[config.mk]
export PLATFORM = sky130hd
export DESIGN_NAME = sliding_mode_emf_observer
export DESIGN_NICKNAME = d
export VERILOG_FILES = /design/src/rtl/core/sme_pkg.sv /design/src/rtl/core/sliding_mode_emf_observer.sv /design/src/rtl/core/sme_div.sv
export SDC_FILE = /design/constraint.sdc
export NUM_CORES = 2
export LEC_CHECK = 0
export BUFFER_PORTS_ARGS = -buffer_cell sky130_fd_sc_hd__buf_2
export CORE_MARGIN = 1
export CORE_UTILIZATION = 53
export CTS_CLUSTER_SIZE = 8
export DETAILED_ROUTE_END_ITERATION = 8
export PLACE_DENSITY = 0.73
export SETUP_SLACK_MARGIN = 0.5
export SYNTH_ARGS = -nofsm -noshare
export SYNTH_HDL_FRONTEND = slang
export SYNTH_SLANG_ARGS = --single-unit
[constraint.sdc]
create_clock -name clk -period 9.91 [get_ports clk]
set_input_delay 0 -clock clk [delete_from_list [all_inputs] [get_ports clk]]
set_output_delay 0 -clock clk [all_outputs]
set_load 0.03 [all_outputs]
[src/rtl/core/sme_pkg.sv]
`timescale 1ns / 1ps
// ----------------------------------------------------------------------------
// sme_pkg: shared types and constants of the sliding-mode EMF observer
// Widths, rounding offsets, arctangent coefficients, register indexes and
// the sequencer state type.
// ----------------------------------------------------------------------------
package sme_pkg;

    localparam int DATA_W  = 16;
    localparam int SPEED_W = 27;
    localparam int ACC_W   = 40;
    localparam int MUL_W   = 18;
    localparam int PROD_W  = 2 * MUL_W;
    localparam int DIV_W   = 32;
    localparam int DEN_W   = 16;
    localparam int IDX_W   = 8;

    // rounding offsets for half-up shifts
    localparam logic signed [ACC_W-1:0] RND8  = 40'sd128;
    localparam logic signed [ACC_W-1:0] RND14 = 40'sd8192;
    localparam logic signed [ACC_W-1:0] RND15 = 40'sd16384;
    localparam logic signed [ACC_W-1:0] RND16 = 40'sd32768;

    // arctangent polynomial, angle LSB = pi/32768
    localparam logic signed [MUL_W-1:0] ATAN_C3     = 18'sd2047;
    localparam logic signed [ACC_W-1:0] ATAN_C1     = 40'sd10240;
    localparam logic signed [MUL_W-1:0] OFF_EIGHTH  = 18'sd8192;
    localparam logic signed [MUL_W-1:0] OFF_3EIGHTH = 18'sd24576;
    localparam logic signed [MUL_W-1:0] MS_PER_S    = 18'sd1000;

    // error clamp, +/-1.0 in Q8.8
    localparam logic signed [MUL_W-1:0] ERR_ONE = 18'sd256;

    // configuration register indexes
    localparam logic [IDX_W-1:0] CFG_DECAY  = 8'd0;
    localparam logic [IDX_W-1:0] CFG_GAIN   = 8'd1;
    localparam logic [IDX_W-1:0] CFG_SLIDE  = 8'd2;
    localparam logic [IDX_W-1:0] CFG_FILTER = 8'd3;

    typedef enum logic [4:0] {
        S_IDLE, S_MA0, S_MA1, S_MB0, S_MB1, S_MB2, S_SW1,
        S_LA0, S_LA1, S_LB0, S_LB1, S_LB2,
        S_AT, S_AW, S_R0, S_R1, S_R2, S_R3, S_R4, S_R5, S_R6,
        S_SP0, S_SP1, S_SPW, S_SP2, S_OUT
    } state_t;

    // saturate a wide signed value to the data width
    function automatic logic signed [DATA_W-1:0] sat_data(input logic signed [ACC_W-1:0] v);
        logic signed [ACC_W-1:0] hi;
        logic signed [ACC_W-1:0] lo;
        hi = 40'sd32767;
        lo = -40'sd32768;
        if (v > hi)
            return 16'sh7fff;
        else if (v < lo)
            return 16'sh8000;
        else
            return v[DATA_W-1:0];
    endfunction

endpackage

[src/rtl/core/sliding_mode_emf_observer.sv]
`timescale 1ns / 1ps
// Sequence: the speed step and its divide run only when elapsed_ms is nonzero;
//   the angle divide runs for every item.
// Throughput: one item at a time; the next input is taken once the result
//   register has been loaded.
// Reset: observer state cleared except the rotor angle, registers at their defaults, no result held.
// ----------------------------------------------------------------------------
// sliding_mode_emf_observer: sliding-mode back-EMF and rotor angle observer
// One shared 18x18 multiplier and an iterative divider run under a sequencer:
// current model, switching term, EMF low-pass, polynomial atan2, speed.
// ----------------------------------------------------------------------------
module sliding_mode_emf_observer
(
    input  logic                      clk,
    input  logic                      rst_n,
    // config write channel
    input  logic                      cfg_valid,
    output logic                      cfg_ready,
    input  logic [sme_pkg::IDX_W-1:0] cfg_index,
    input  logic [15:0]               cfg_data,
    // input stream
    input  logic                      s_tvalid,
    output logic                      s_tready,
    // volt_alpha, volt_beta, amps_alpha, amps_beta, elapsed_ms (16 each)
    input  logic [79:0]               s_tdata,
    // result stream
    output logic                      m_tvalid,
    input  logic                      m_tready,
    // emf_alpha 16, emf_beta 16, rotor_angle 16, rotor_speed 27,
    // est_i_alpha 16, est_i_beta 16, zero pad 5
    output logic [111:0]              m_tdata
);

    localparam int DW = sme_pkg::DATA_W;
    localparam int MW = sme_pkg::MUL_W;
    localparam int AW = sme_pkg::ACC_W;
    localparam int SW = sme_pkg::SPEED_W;

    sme_pkg::state_t state_reg, state_next;

    // configuration
    logic signed [DW-1:0] decay_reg, gain_reg;
    logic [14:0]          slide_reg;
    logic [15:0]          filt_reg;

    // input item
    logic signed [DW-1:0] va_reg, vb_reg, ia_reg, ib_reg;
    logic [15:0]          el_reg;

    // observer state
    logic signed [DW-1:0] est_a_reg, est_b_reg, sw_a_reg, sw_b_reg;
    logic signed [DW-1:0] emf_a_reg, emf_b_reg, prev_reg, angle_reg;
    logic signed [SW-1:0] speed_reg;

    // datapath scratch
    logic signed [sme_pkg::PROD_W-1:0] prod_reg;
    logic signed [AW-1:0] acc_reg;
    logic signed [MW-1:0] r_reg, rsq_reg, t_reg, off_reg;
    logic                 yneg_reg, qneg_reg;

    // result register
    logic         m_valid_reg;
    logic [111:0] m_data_reg;

    // shared multiplier operands and derived values
    logic signed [MW-1:0] mul_a, mul_b;
    logic signed [AW-1:0] prod_ext, sum14, sum16, p8, p15;
    logic signed [AW-1:0] d_a, d_b, e_raw_a, e_raw_b;
    logic signed [MW-1:0] e_a, e_b;
    logic [16:0]          kc;
    logic signed [MW-1:0] ay, xs, num, den, num_mag, ang, ang_fin;
    logic signed [MW-1:0] q_sgn;
    logic signed [sme_pkg::PROD_W-1:0] prod_mag;
    logic signed [SW-1:0] speed_sgn;

    // divider hookup
    logic                      div_start, div_busy;
    logic [sme_pkg::DIV_W-1:0] div_dividend, div_quo;
    logic [sme_pkg::DEN_W-1:0] div_divisor;

    sme_div u_div
    (
        .clk      (clk),
        .rst_n    (rst_n),
        .start    (div_start),
        .dividend (div_dividend),
        .divisor  (div_divisor),
        .busy     (div_busy),
        .quotient (div_quo)
    );

    assign cfg_ready = 1'b1;
    assign s_tready  = state_reg == sme_pkg::S_IDLE;
    assign m_tvalid  = m_valid_reg;
    assign m_tdata   = m_data_reg;

    // derived arithmetic
    always_comb
    begin
        prod_ext = AW'(prod_reg);
        sum14    = (acc_reg + prod_ext + sme_pkg::RND14) >>> 14;
        sum16    = (acc_reg + prod_ext + sme_pkg::RND16) >>> 16;
        p8       = (prod_ext + sme_pkg::RND8) >>> 8;
        p15      = (prod_ext + sme_pkg::RND15) >>> 15;
        kc       = 17'h10000 - {1'b0, filt_reg};

        // voltage minus switching term
        d_a = AW'(sme_pkg::sat_data(AW'(va_reg) - AW'(sw_a_reg)));
        d_b = AW'(sme_pkg::sat_data(AW'(vb_reg) - AW'(sw_b_reg)));

        // current error clamped to +/-1.0
        e_raw_a = AW'(est_a_reg) - AW'(ia_reg);
        e_raw_b = AW'(est_b_reg) - AW'(ib_reg);
        if (e_raw_a > AW'(sme_pkg::ERR_ONE))
            e_a = sme_pkg::ERR_ONE;
        else if (e_raw_a < -AW'(sme_pkg::ERR_ONE))
            e_a = -sme_pkg::ERR_ONE;
        else
            e_a = e_raw_a[MW-1:0];
        if (e_raw_b > AW'(sme_pkg::ERR_ONE))
            e_b = sme_pkg::ERR_ONE;
        else if (e_raw_b < -AW'(sme_pkg::ERR_ONE))
            e_b = -sme_pkg::ERR_ONE;
        else
            e_b = e_raw_b[MW-1:0];

        // atan2 ratio setup, y = emf alpha, x = emf beta
        xs = MW'(emf_b_reg);
        ay = emf_a_reg < 0 ? -MW'(emf_a_reg) : MW'(emf_a_reg);
        if (emf_a_reg == 16'sd0 && emf_b_reg == 16'sd0)
            ay = 18'sd1;
        if (!emf_b_reg[DW-1])
        begin
            num = xs - ay;
            den = xs + ay;
        end
        else
        begin
            num = xs + ay;
            den = ay - xs;
        end
        num_mag = num < 0 ? -num : num;

        // speed dividend magnitude
        prod_mag = prod_reg < 0 ? -prod_reg : prod_reg;

        // signed quotients
        q_sgn     = qneg_reg ? -{1'b0, div_quo[16:0]} : {1'b0, div_quo[16:0]};
        speed_sgn = qneg_reg ? -{1'b0, div_quo[SW-2:0]} : {1'b0, div_quo[SW-2:0]};

        // final angle before negation and saturation
        ang     = MW'(p15) + off_reg;
        ang_fin = yneg_reg ? ang : -ang;

        // divider feed
        div_start = state_reg == sme_pkg::S_AT || state_reg == sme_pkg::S_SP1;
        if (state_reg == sme_pkg::S_AT)
        begin
            div_dividend = {num_mag[16:0], 15'd0};
            div_divisor  = den[sme_pkg::DEN_W-1:0];
        end
        else
        begin
            div_dividend = prod_mag[sme_pkg::DIV_W-1:0];
            div_divisor  = el_reg;
        end
    end

    // multiplier operand select
    always_comb
    begin
        mul_a = '0;
        mul_b = '0;
        unique case (state_reg)
            sme_pkg::S_MA0: begin mul_a = MW'(decay_reg); mul_b = MW'(est_a_reg); end
            sme_pkg::S_MA1: begin mul_a = MW'(gain_reg);  mul_b = d_a[MW-1:0]; end
            sme_pkg::S_MB0: begin mul_a = MW'(decay_reg); mul_b = MW'(est_b_reg); end
            sme_pkg::S_MB1: begin mul_a = MW'(gain_reg);  mul_b = d_b[MW-1:0]; end
            sme_pkg::S_MB2: begin mul_a = {3'd0, slide_reg}; mul_b = e_a; end
            sme_pkg::S_SW1: begin mul_a = {3'd0, slide_reg}; mul_b = e_b; end
            sme_pkg::S_LA0: begin mul_a = {1'b0, kc}; mul_b = MW'(emf_a_reg); end
            sme_pkg::S_LA1: begin mul_a = {2'd0, filt_reg}; mul_b = MW'(sw_a_reg); end
            sme_pkg::S_LB0: begin mul_a = {1'b0, kc}; mul_b = MW'(emf_b_reg); end
            sme_pkg::S_LB1: begin mul_a = {2'd0, filt_reg}; mul_b = MW'(sw_b_reg); end
            sme_pkg::S_R1:  begin mul_a = r_reg; mul_b = r_reg; end
            sme_pkg::S_R3:  begin mul_a = sme_pkg::ATAN_C3; mul_b = rsq_reg; end
            sme_pkg::S_R5:  begin mul_a = t_reg; mul_b = r_reg; end
            sme_pkg::S_SP0:
            begin
                mul_a = MW'(angle_reg) - MW'(prev_reg);
                mul_b = sme_pkg::MS_PER_S;
            end
            default: begin mul_a = '0; mul_b = '0; end
        endcase
    end

    // next state
    always_comb
    begin
        state_next = state_reg;
        unique case (state_reg)
            sme_pkg::S_IDLE: if (s_tvalid) state_next = sme_pkg::S_MA0;
            sme_pkg::S_MA0:  state_next = sme_pkg::S_MA1;
            sme_pkg::S_MA1:  state_next = sme_pkg::S_MB0;
            sme_pkg::S_MB0:  state_next = sme_pkg::S_MB1;
            sme_pkg::S_MB1:  state_next = sme_pkg::S_MB2;
            sme_pkg::S_MB2:  state_next = sme_pkg::S_SW1;
            sme_pkg::S_SW1:  state_next = sme_pkg::S_LA0;
            sme_pkg::S_LA0:  state_next = sme_pkg::S_LA1;
            sme_pkg::S_LA1:  state_next = sme_pkg::S_LB0;
            sme_pkg::S_LB0:  state_next = sme_pkg::S_LB1;
            sme_pkg::S_LB1:  state_next = sme_pkg::S_LB2;
            sme_pkg::S_LB2:  state_next = sme_pkg::S_AT;
            sme_pkg::S_AT:   state_next = sme_pkg::S_AW;
            sme_pkg::S_AW:   if (!div_busy) state_next = sme_pkg::S_R0;
            sme_pkg::S_R0:   state_next = sme_pkg::S_R1;
            sme_pkg::S_R1:   state_next = sme_pkg::S_R2;
            sme_pkg::S_R2:   state_next = sme_pkg::S_R3;
            sme_pkg::S_R3:   state_next = sme_pkg::S_R4;
            sme_pkg::S_R4:   state_next = sme_pkg::S_R5;
            sme_pkg::S_R5:   state_next = sme_pkg::S_R6;
            sme_pkg::S_R6:   state_next = el_reg != 16'd0 ? sme_pkg::S_SP0 : sme_pkg::S_OUT;
            sme_pkg::S_SP0:  state_next = sme_pkg::S_SP1;
            sme_pkg::S_SP1:  state_next = sme_pkg::S_SPW;
            sme_pkg::S_SPW:  if (!div_busy) state_next = sme_pkg::S_SP2;
            sme_pkg::S_SP2:  state_next = sme_pkg::S_OUT;
            sme_pkg::S_OUT:  if (!m_valid_reg || m_tready) state_next = sme_pkg::S_IDLE;
            default:         state_next = sme_pkg::S_IDLE;
        endcase
    end

    always_ff @(posedge clk or negedge rst_n)
    begin
        if (!rst_n)
            state_reg <= sme_pkg::S_IDLE;
        else
            state_reg <= state_next;
    end

    // configuration registers, observer state and result valid
    always_ff @(posedge clk or negedge rst_n)
    begin
        if (!rst_n)
        begin
            decay_reg   <= 16'sd0;
            gain_reg    <= 16'sd16384;
            slide_reg   <= 15'd6144;
            filt_reg    <= 16'd26214;
            est_a_reg   <= '0;
            est_b_reg   <= '0;
            sw_a_reg    <= '0;
            sw_b_reg    <= '0;
            emf_a_reg   <= '0;
            emf_b_reg   <= '0;
            prev_reg    <= '0;
            speed_reg   <= '0;
            m_valid_reg <= 1'b0;
        end
        else
        begin
            if (cfg_valid)
            begin
                unique case (cfg_index)
                    sme_pkg::CFG_DECAY:  decay_reg <= cfg_data;
                    sme_pkg::CFG_GAIN:   gain_reg  <= cfg_data;
                    sme_pkg::CFG_SLIDE:  slide_reg <= cfg_data[14:0];
                    sme_pkg::CFG_FILTER: filt_reg  <= cfg_data;
                    default: ;
                endcase
            end
            // result valid: load on a free slot, drop after the transfer
            if (state_reg == sme_pkg::S_OUT && (!m_valid_reg || m_tready))
                m_valid_reg <= 1'b1;
            else if (m_valid_reg && m_tready)
                m_valid_reg <= 1'b0;
            unique case (state_reg)
                sme_pkg::S_MB0: est_a_reg <= sme_pkg::sat_data(sum14);
                sme_pkg::S_MB2: est_b_reg <= sme_pkg::sat_data(sum14);
                sme_pkg::S_SW1: sw_a_reg  <= sme_pkg::sat_data(p8);
                sme_pkg::S_LA0: sw_b_reg  <= sme_pkg::sat_data(p8);
                sme_pkg::S_LB0: emf_a_reg <= sme_pkg::sat_data(sum16);
                sme_pkg::S_LB2: emf_b_reg <= sme_pkg::sat_data(sum16);
                sme_pkg::S_SP2:
                begin
                    speed_reg <= speed_sgn;
                    prev_reg  <= angle_reg;
                end
                default: ;
            endcase
        end
    end

    // payload and scratch registers
    always_ff @(posedge clk)
    begin
        prod_reg <= mul_a * mul_b;
        case (state_reg)
            sme_pkg::S_IDLE:
                if (s_tvalid)
                begin
                    va_reg <= s_tdata[15:0];
                    vb_reg <= s_tdata[31:16];
                    ia_reg <= s_tdata[47:32];
                    ib_reg <= s_tdata[63:48];
                    el_reg <= s_tdata[79:64];
                end
            sme_pkg::S_MA1, sme_pkg::S_MB1, sme_pkg::S_LA1, sme_pkg::S_LB1:
                acc_reg <= prod_ext;
            sme_pkg::S_AT:
            begin
                off_reg  <= emf_b_reg[DW-1] ? sme_pkg::OFF_3EIGHTH : sme_pkg::OFF_EIGHTH;
                yneg_reg <= emf_a_reg[DW-1];
                qneg_reg <= num[MW-1];
            end
            sme_pkg::S_R0: r_reg   <= q_sgn;
            sme_pkg::S_R2: rsq_reg <= MW'(p15);
            sme_pkg::S_R4: t_reg   <= MW'(p15 - sme_pkg::ATAN_C1);
            sme_pkg::S_R6: angle_reg <= sme_pkg::sat_data(AW'(ang_fin));
            sme_pkg::S_SP1: qneg_reg <= prod_reg[sme_pkg::PROD_W-1];
            sme_pkg::S_OUT:
                if (!m_valid_reg || m_tready)
                    m_data_reg <= {5'd0, est_b_reg, est_a_reg, speed_reg, angle_reg,
                                   emf_b_reg, emf_a_reg};
            default: ;
        endcase
    end

endmodule

[src/rtl/core/sme_div.sv]
`timescale 1ns / 1ps
// ----------------------------------------------------------------------------
// sme_div: iterative unsigned divider
// Restoring division, one quotient bit per cycle.
// ----------------------------------------------------------------------------
module sme_div
(
    input  logic                      clk,
    input  logic                      rst_n,
    input  logic                      start,
    input  logic [sme_pkg::DIV_W-1:0] dividend,
    input  logic [sme_pkg::DEN_W-1:0] divisor,
    output logic                      busy,
    output logic [sme_pkg::DIV_W-1:0] quotient
);

    logic [5:0]                cnt_reg, cnt_next;
    logic [sme_pkg::DIV_W-1:0] quo_reg, quo_next;
    logic [sme_pkg::DEN_W-1:0] rem_reg, rem_next;
    logic [sme_pkg::DEN_W-1:0] den_reg, den_next;
    logic [sme_pkg::DEN_W:0]   shifted;
    logic [sme_pkg::DEN_W:0]   trial;
    logic                      ge;

    // one restoring step
    always_comb
    begin
        shifted  = {rem_reg, quo_reg[sme_pkg::DIV_W-1]};
        trial    = shifted - {1'b0, den_reg};
        ge       = shifted >= {1'b0, den_reg};
        cnt_next = cnt_reg;
        quo_next = quo_reg;
        rem_next = rem_reg;
        den_next = den_reg;
        if (start)
        begin
            cnt_next = 6'(sme_pkg::DIV_W);
            quo_next = dividend;
            rem_next = '0;
            den_next = divisor;
        end
        else if (cnt_reg != 6'd0)
        begin
            cnt_next = cnt_reg - 6'd1;
            quo_next = {quo_reg[sme_pkg::DIV_W-2:0], ge};
            rem_next = ge ? trial[sme_pkg::DEN_W-1:0] : shifted[sme_pkg::DEN_W-1:0];
        end
    end

    always_ff @(posedge clk or negedge rst_n)
    begin
        if (!rst_n)
            cnt_reg <= '0;
        else
            cnt_reg <= cnt_next;
    end

    always_ff @(posedge clk)
    begin
        quo_reg <= quo_next;
        rem_reg <= rem_next;
        den_reg <= den_next;
    end

    assign busy     = cnt_reg != 6'd0;
    assign quotient = quo_reg;

endmodule
**Word level (Yosys, flattened, before mapping)**

Cells that the tools add are included.

- Add/subtract/negate cells: 24
- Multiply operators: 1
- Div/mod/pow operators: 0
- $lt $le $gt $ge: 20
- Eq/ne operators: 32
- Shifts and indexed selects: 0
- Mux-type cells: 43
- Bitwise operators: 0
- Reduce and logical (&&, ||, !) cells: 29

Operators by type and width:

| cell | number |
|---|---|
| 18-bit case mux with 13 select lines | 1 |
| 16-bit two-way mux | 14 |
| 18-bit case mux with 9 select lines | 1 |
| 18-bit two-way mux | 8 |
| 5-bit case mux with 26 select lines | 1 |
| 32-bit two-way mux | 4 |
| 16-bit by 16-bit subtractor with 17-bit output | 5 |
| 5-bit == test, second input constant | 10 |
| 5-bit by 4-bit == test with 1-bit output, second input constant | 8 |
| 37-bit by 15-bit adder with 38-bit output, second input constant | 1 |
| 37-bit by 17-bit adder with 38-bit output, second input constant | 1 |
| 36-bit by 36-bit adder with 37-bit output | 1 |
| 36-bit by 9-bit adder with 37-bit output, second input constant | 1 |
| 36-bit by 1-bit less-than comparator with 1-bit output, second input constant | 1 |
| 18-bit by 18-bit multiplier with 36-bit output | 1 |
| 17-bit by 10-bit greater-than comparator with 1-bit output, second input constant | 2 |
| 17-bit by 16-bit greater-than comparator with 1-bit output, second input constant | 2 |
| 17-bit by 16-bit less-than comparator with 1-bit output, second input constant | 2 |
| 17-bit by 9-bit less-than comparator with 1-bit output, second input constant | 2 |
| 17-bit two-way mux | 2 |
| 33-bit by 16-bit adder with 33-bit output, second input constant | 1 |
| 16-bit logical NOT | 2 |
| 32-bit negator | 1 |
| 16-bit subtractor | 2 |
| 48 further kinds | 75 |

- Register bits: 627
- Bits in latches: 0
- Bits in writable memories: 0
- Bits in read-only memories: 0
- Input port bits: 109
- Output and inout port bits: 115
- Word-level logic and storage cells: 183
- Memories: 0

**Depth between registers and ports, before layout**

- Depth after elaboration: 9
- Gate-level depth with buffers: 49
- Depth with buffers taken out: 46

**By module**

Synthesis repeated with hierarchy kept, for this count alone.

- Cells, all modules: 5175
- Area total of the unflattened synthesis: 49623.8 sq um

Modules (own cells, without submodules):

| module | times used | cells each | area an instance (sq um) | sequential area each (sq um) |
|---|---|---|---|---|
| sliding_mode_emf_observer | 1 | 4860 | 45926.5 | 14828.0 |
| sme_div | 1 | 315 | 3697.3 | 1911.8 |

**Worst setup path after synthesis**

OpenSTA, ideal clock, no wires.

- Path type: reg-to-reg
- From: register ib_reg[1]
- To: register prod_reg[35] in the netlist's numbering
- Setup time: 72 ps
- Arrival: 10056 ps
- Data required time: 9838 ps
- Setup slack: -218 ps
- Stages on the path, launching flop included: 42
- Buffers on the path: 1
- Clock period less this slack: 10128 ps
- Cell sequence: edfxtp_1 -> inv_1 -> ha_1 -> nor2b_1 -> o21ai_0 -> a21boi_0 -> o21a_1 -> o21a_1 -> o211a_1 -> or4b_2 -> o2111ai_1 -> nand4_1 -> or3_1 -> ha_1 -> o31ai_1 -> o211ai_1 -> nor3_1 -> clkbuf_1 -> [6 not listed] -> fa_1 -> fa_1 -> inv_1 -> fa_1 -> inv_1 -> ha_1 -> a21o_1 -> a21o_1 -> a21oi_1 -> o21ai_0 -> a21o_1 -> a21oi_1 -> a31o_2 -> nand4b_1 -> a31oi_1 -> a41o_1 -> o41ai_1 -> xnor2_1

- Cells in the longest elaborated chain, start to end: 6
- Elaborated cells on any way between the ends: 7
- Classes of those cells: add/sub: 1; mul: 1; order compare: 2; mux: 3

Ends and longest elaborated chain:

| what | RTL line | RTL |
|---|---|---|
| start, declared | sliding_mode_emf_observer.sv:47 | `logic signed [DW-1:0] va_reg, vb_reg, ia_reg, ib_reg;` |
| start signal, assigned | sliding_mode_emf_observer.sv:304 | `ib_reg <= s_tdata[63:48];` |
| 16-bit by 16-bit subtractor with 17-bit output * | sliding_mode_emf_observer.sv:113 | `e_raw_b = AW'(est_b_reg) - AW'(ib_reg);` |
| 17-bit by 9-bit less-than comparator with 1-bit output | sliding_mode_emf_observer.sv:122 | `else if (e_raw_b < -AW'(sme_pkg::ERR_ONE))` |
| 18-bit two-way mux | sliding_mode_emf_observer.sv:122 |  |
| 18-bit two-way mux * | sliding_mode_emf_observer.sv:120 | `if (e_raw_b > AW'(sme_pkg::ERR_ONE))` |
| 18-bit case mux with 13 select lines * | sliding_mode_emf_observer.sv:174 | `unique case (state_reg)` |
| 18-bit by 18-bit multiplier with 36-bit output * | sliding_mode_emf_observer.sv:296 | `prod_reg <= mul_a * mul_b;` |
| end signal, assigned | sliding_mode_emf_observer.sv:296 |  |
| end, declared | sliding_mode_emf_observer.sv:56 | `logic signed [sme_pkg::PROD_W-1:0] prod_reg;` |

Mark *: on every way between the ends. The rest lies on a longest branch, timed or not.
A chain may end at the register's enable or synchronous reset.

**Final worst setup path**

Ends and elaborated chain as after synthesis.

==> reports/metrics.csv <==
metric,value,unit
vias,41000,
critPathMaxStageDelay,0.57,ns
yosys-top-cells-count,"inv_1, nand2_1, nor2_1",
start_util,53.5,%
r2r_cells,44,
synth.avg_cell_area,9.68,sq um
maxCapViolCount,0,
wl,166000,microns
synth-xor-area-share,5.65,%
ys_ff_latch,610,
whs,-0.0264,ns
worstPathArrival,10.42,ns
critPathLaunch,ib_reg[1],
largest_reg_flops,107,
drtIter0Drc,4340,
final_max_slew_viol_count,0,
r2r_end,prod_reg[35],
fin_worst_skew,0.0409,ns
worst_pin_slew,1.42,ns
core_area,91700,sq um
synth-async-reset-ratio,35.1,%
clock.fmax,101,MHz
placed_area,52900,sq um
r2r_slack,0.007,ns
cts_num_sinks,610,
grt_pass1_vias,40900,
yosys-top-cells-area,"edfxtp_1, fa_1, dfrtp_1",
synth-main-ff-cell,edfxtp_1,
clock_latency,0.66,ns
dpl.hpwl,128000,microns
yosysMostFrequentCell,inv_1,
area_growth,17.5,%
grt_setup_unrepaired,yes,
antenna_found_initial,2,
synth_cells,5065,
dp_slack,-0.326,ns
netlist-cell-type-count,100,
nNetsFinal,6330,
hold_class,in -> async,
synth_top_area_share,21.1,%
cts_tree,yes,
synthMuxAreaShare,3.22,%
relSlewSlack,4.75,%
crit_slowest_cell,fa_1,
drive_above_1_share,16.7,%
wire_per_inst,24.2,microns
die_area,93700,sq um
clkTransAtPathRegs,0.06,ns
ant_nets,0,
setup_viol,0,
fp.dieH,306,microns
synth_compound_area_share,14.8,%
synthesis.area,49000,sq um
synthAdderAreaFrac,21.7,%
hold_viol_final,19,
yosysWarnings,0,
run_status,"finished, violations left",
crit_path_start_kind,flip-flop,
fin_crit_sh,99.9,%
grt_max_degree,99,
die_w,306,microns
violations,negative hold slack,
cp_max_fo,5,
vias_per_cell,6.00,
rows,111,
synth_top_area_cell,edfxtp_1,
clk_path_buf_depth,3,
fillCellCount,7431,
required,10.43,ns
end_kind,flip-flop,
placement.io_buffers,217,
yosys.area_share.simple,13.7,%
firstDrtPassIters,9,
grt_first_pass_wirelength,248000,microns
cts_made_buffers,87,
crit_type,reg -> reg,
period_needed,9.90,ns
drc,0,
synth_edf_count,344,
cp_common_cell,inv_2,
io_pins,224,
r2r-start,ib_reg[1],
cp-endpoint,prod_reg[35],
grt-ovfl-total,0,
cts_root_buf,clkbuf_16,
fin_area,57600,sq um
seq_area_frac_synth,34.1,%
place_congestion,1.02,
final.setup.worst_slack,0.00660,ns
htreeDepth,3,
grtUsageTotal,35.2,%
synth_top_family_by_area,adder cells,
-- layout make-up --
cell class                      instances  area (sq um)  area share (%)
Antenna cell                            1          2.50         0.00434
Sequential cell                       610         16700            29.1
Inverter                              673          2530            4.39
Multi-Input combinational cell       3585         29700            51.6
Clock buffer                          154          2440            4.23
Clock inverter                          7           106           0.185
Timing Repair Buffer                  618          4600            7.98
Tap cell                             1186          1480            2.58
-- metrics by stage --
step                hold slack, ns  util (%)  TNS (ns)  std cells
CTS                         0.0226      62.3         0       6798
finish                     -0.0264      62.9         0       6834
global placement            0.0980      57.7    -0.275       6501
floorplan                   -0.296         -         0       5071
global route                0.0550      62.9     -1.31       6833
detailed placement           0.105      57.7    -0.924       6501
-- routing by layer --
layer	vias to the layer above	track usage (%)	routed length, microns
met5	-	0	0
met4	0	20.7	11100
met3	436	5.54	13800
met2	1889	56.3	76300
met1	20200	45.4	64400
li1	18500	-	-
-- cell families after synthesis --
group,Yosys count
and+or+nand+nor,1417
AOI/OAI and AO/OA,1055
buffers and inverters,876
adders and majority gates,646
DFF,610
xor gates and xnor gates,316
muxes,143
other,2
-- layout by cell type (no fill, tap or decap), drive strengths merged, types with 57 or more instances in the layout --
cell,n
dlygate4sd3,101
dfrtp,203
nor3,83
a21o,57
mux2,117
ha,306
nand3,105
xnor2,191
buf,515
nor2,355
xor2,125
o21ai,271
clkbuf,156
fa,340
edfxtp,344
a21oi,185
inv,674
nand2,480
and2,74
-- worst min path at each step --
stage	from	to	cells after the start
floorplan	rst_n	decay_reg[0]	0
global placement	rst_n	speed_reg[16]	1
detailed placement	rst_n	speed_reg[16]	1
CTS	rst_n	speed_reg[11]	2
global route	rst_n	speed_reg[7]	2
finish	rst_n	speed_reg[7]	2
-- repair_timing --
item	4_1_cts	5_1_grt
endpoints found under the hold margin	263	0
gates cloned	1	1
pin swaps	63	68
hold buffers	101	0
setup buffers	34	34
gates resized for setup	83	72
setup endpoints to repair	18	22
-- critical path, delay by kind of cell (launching register included) --
family / cells / cell delay, ns
adder cells (fa/ha/maj): 9 / 3.77
AO/OA/AOI/OAI: 19 / 3.31
AND/OR/NAND/NOR: 7 / 1.41
buffers and inverters: 8 / 0.71
flip-flops: 1 / 0.44
XOR/XNOR: 1 / 0.09
Power is left out: the tool's default activity adds up to more than one toggle a clock period on the data nets, which glitch-free logic cannot reach.
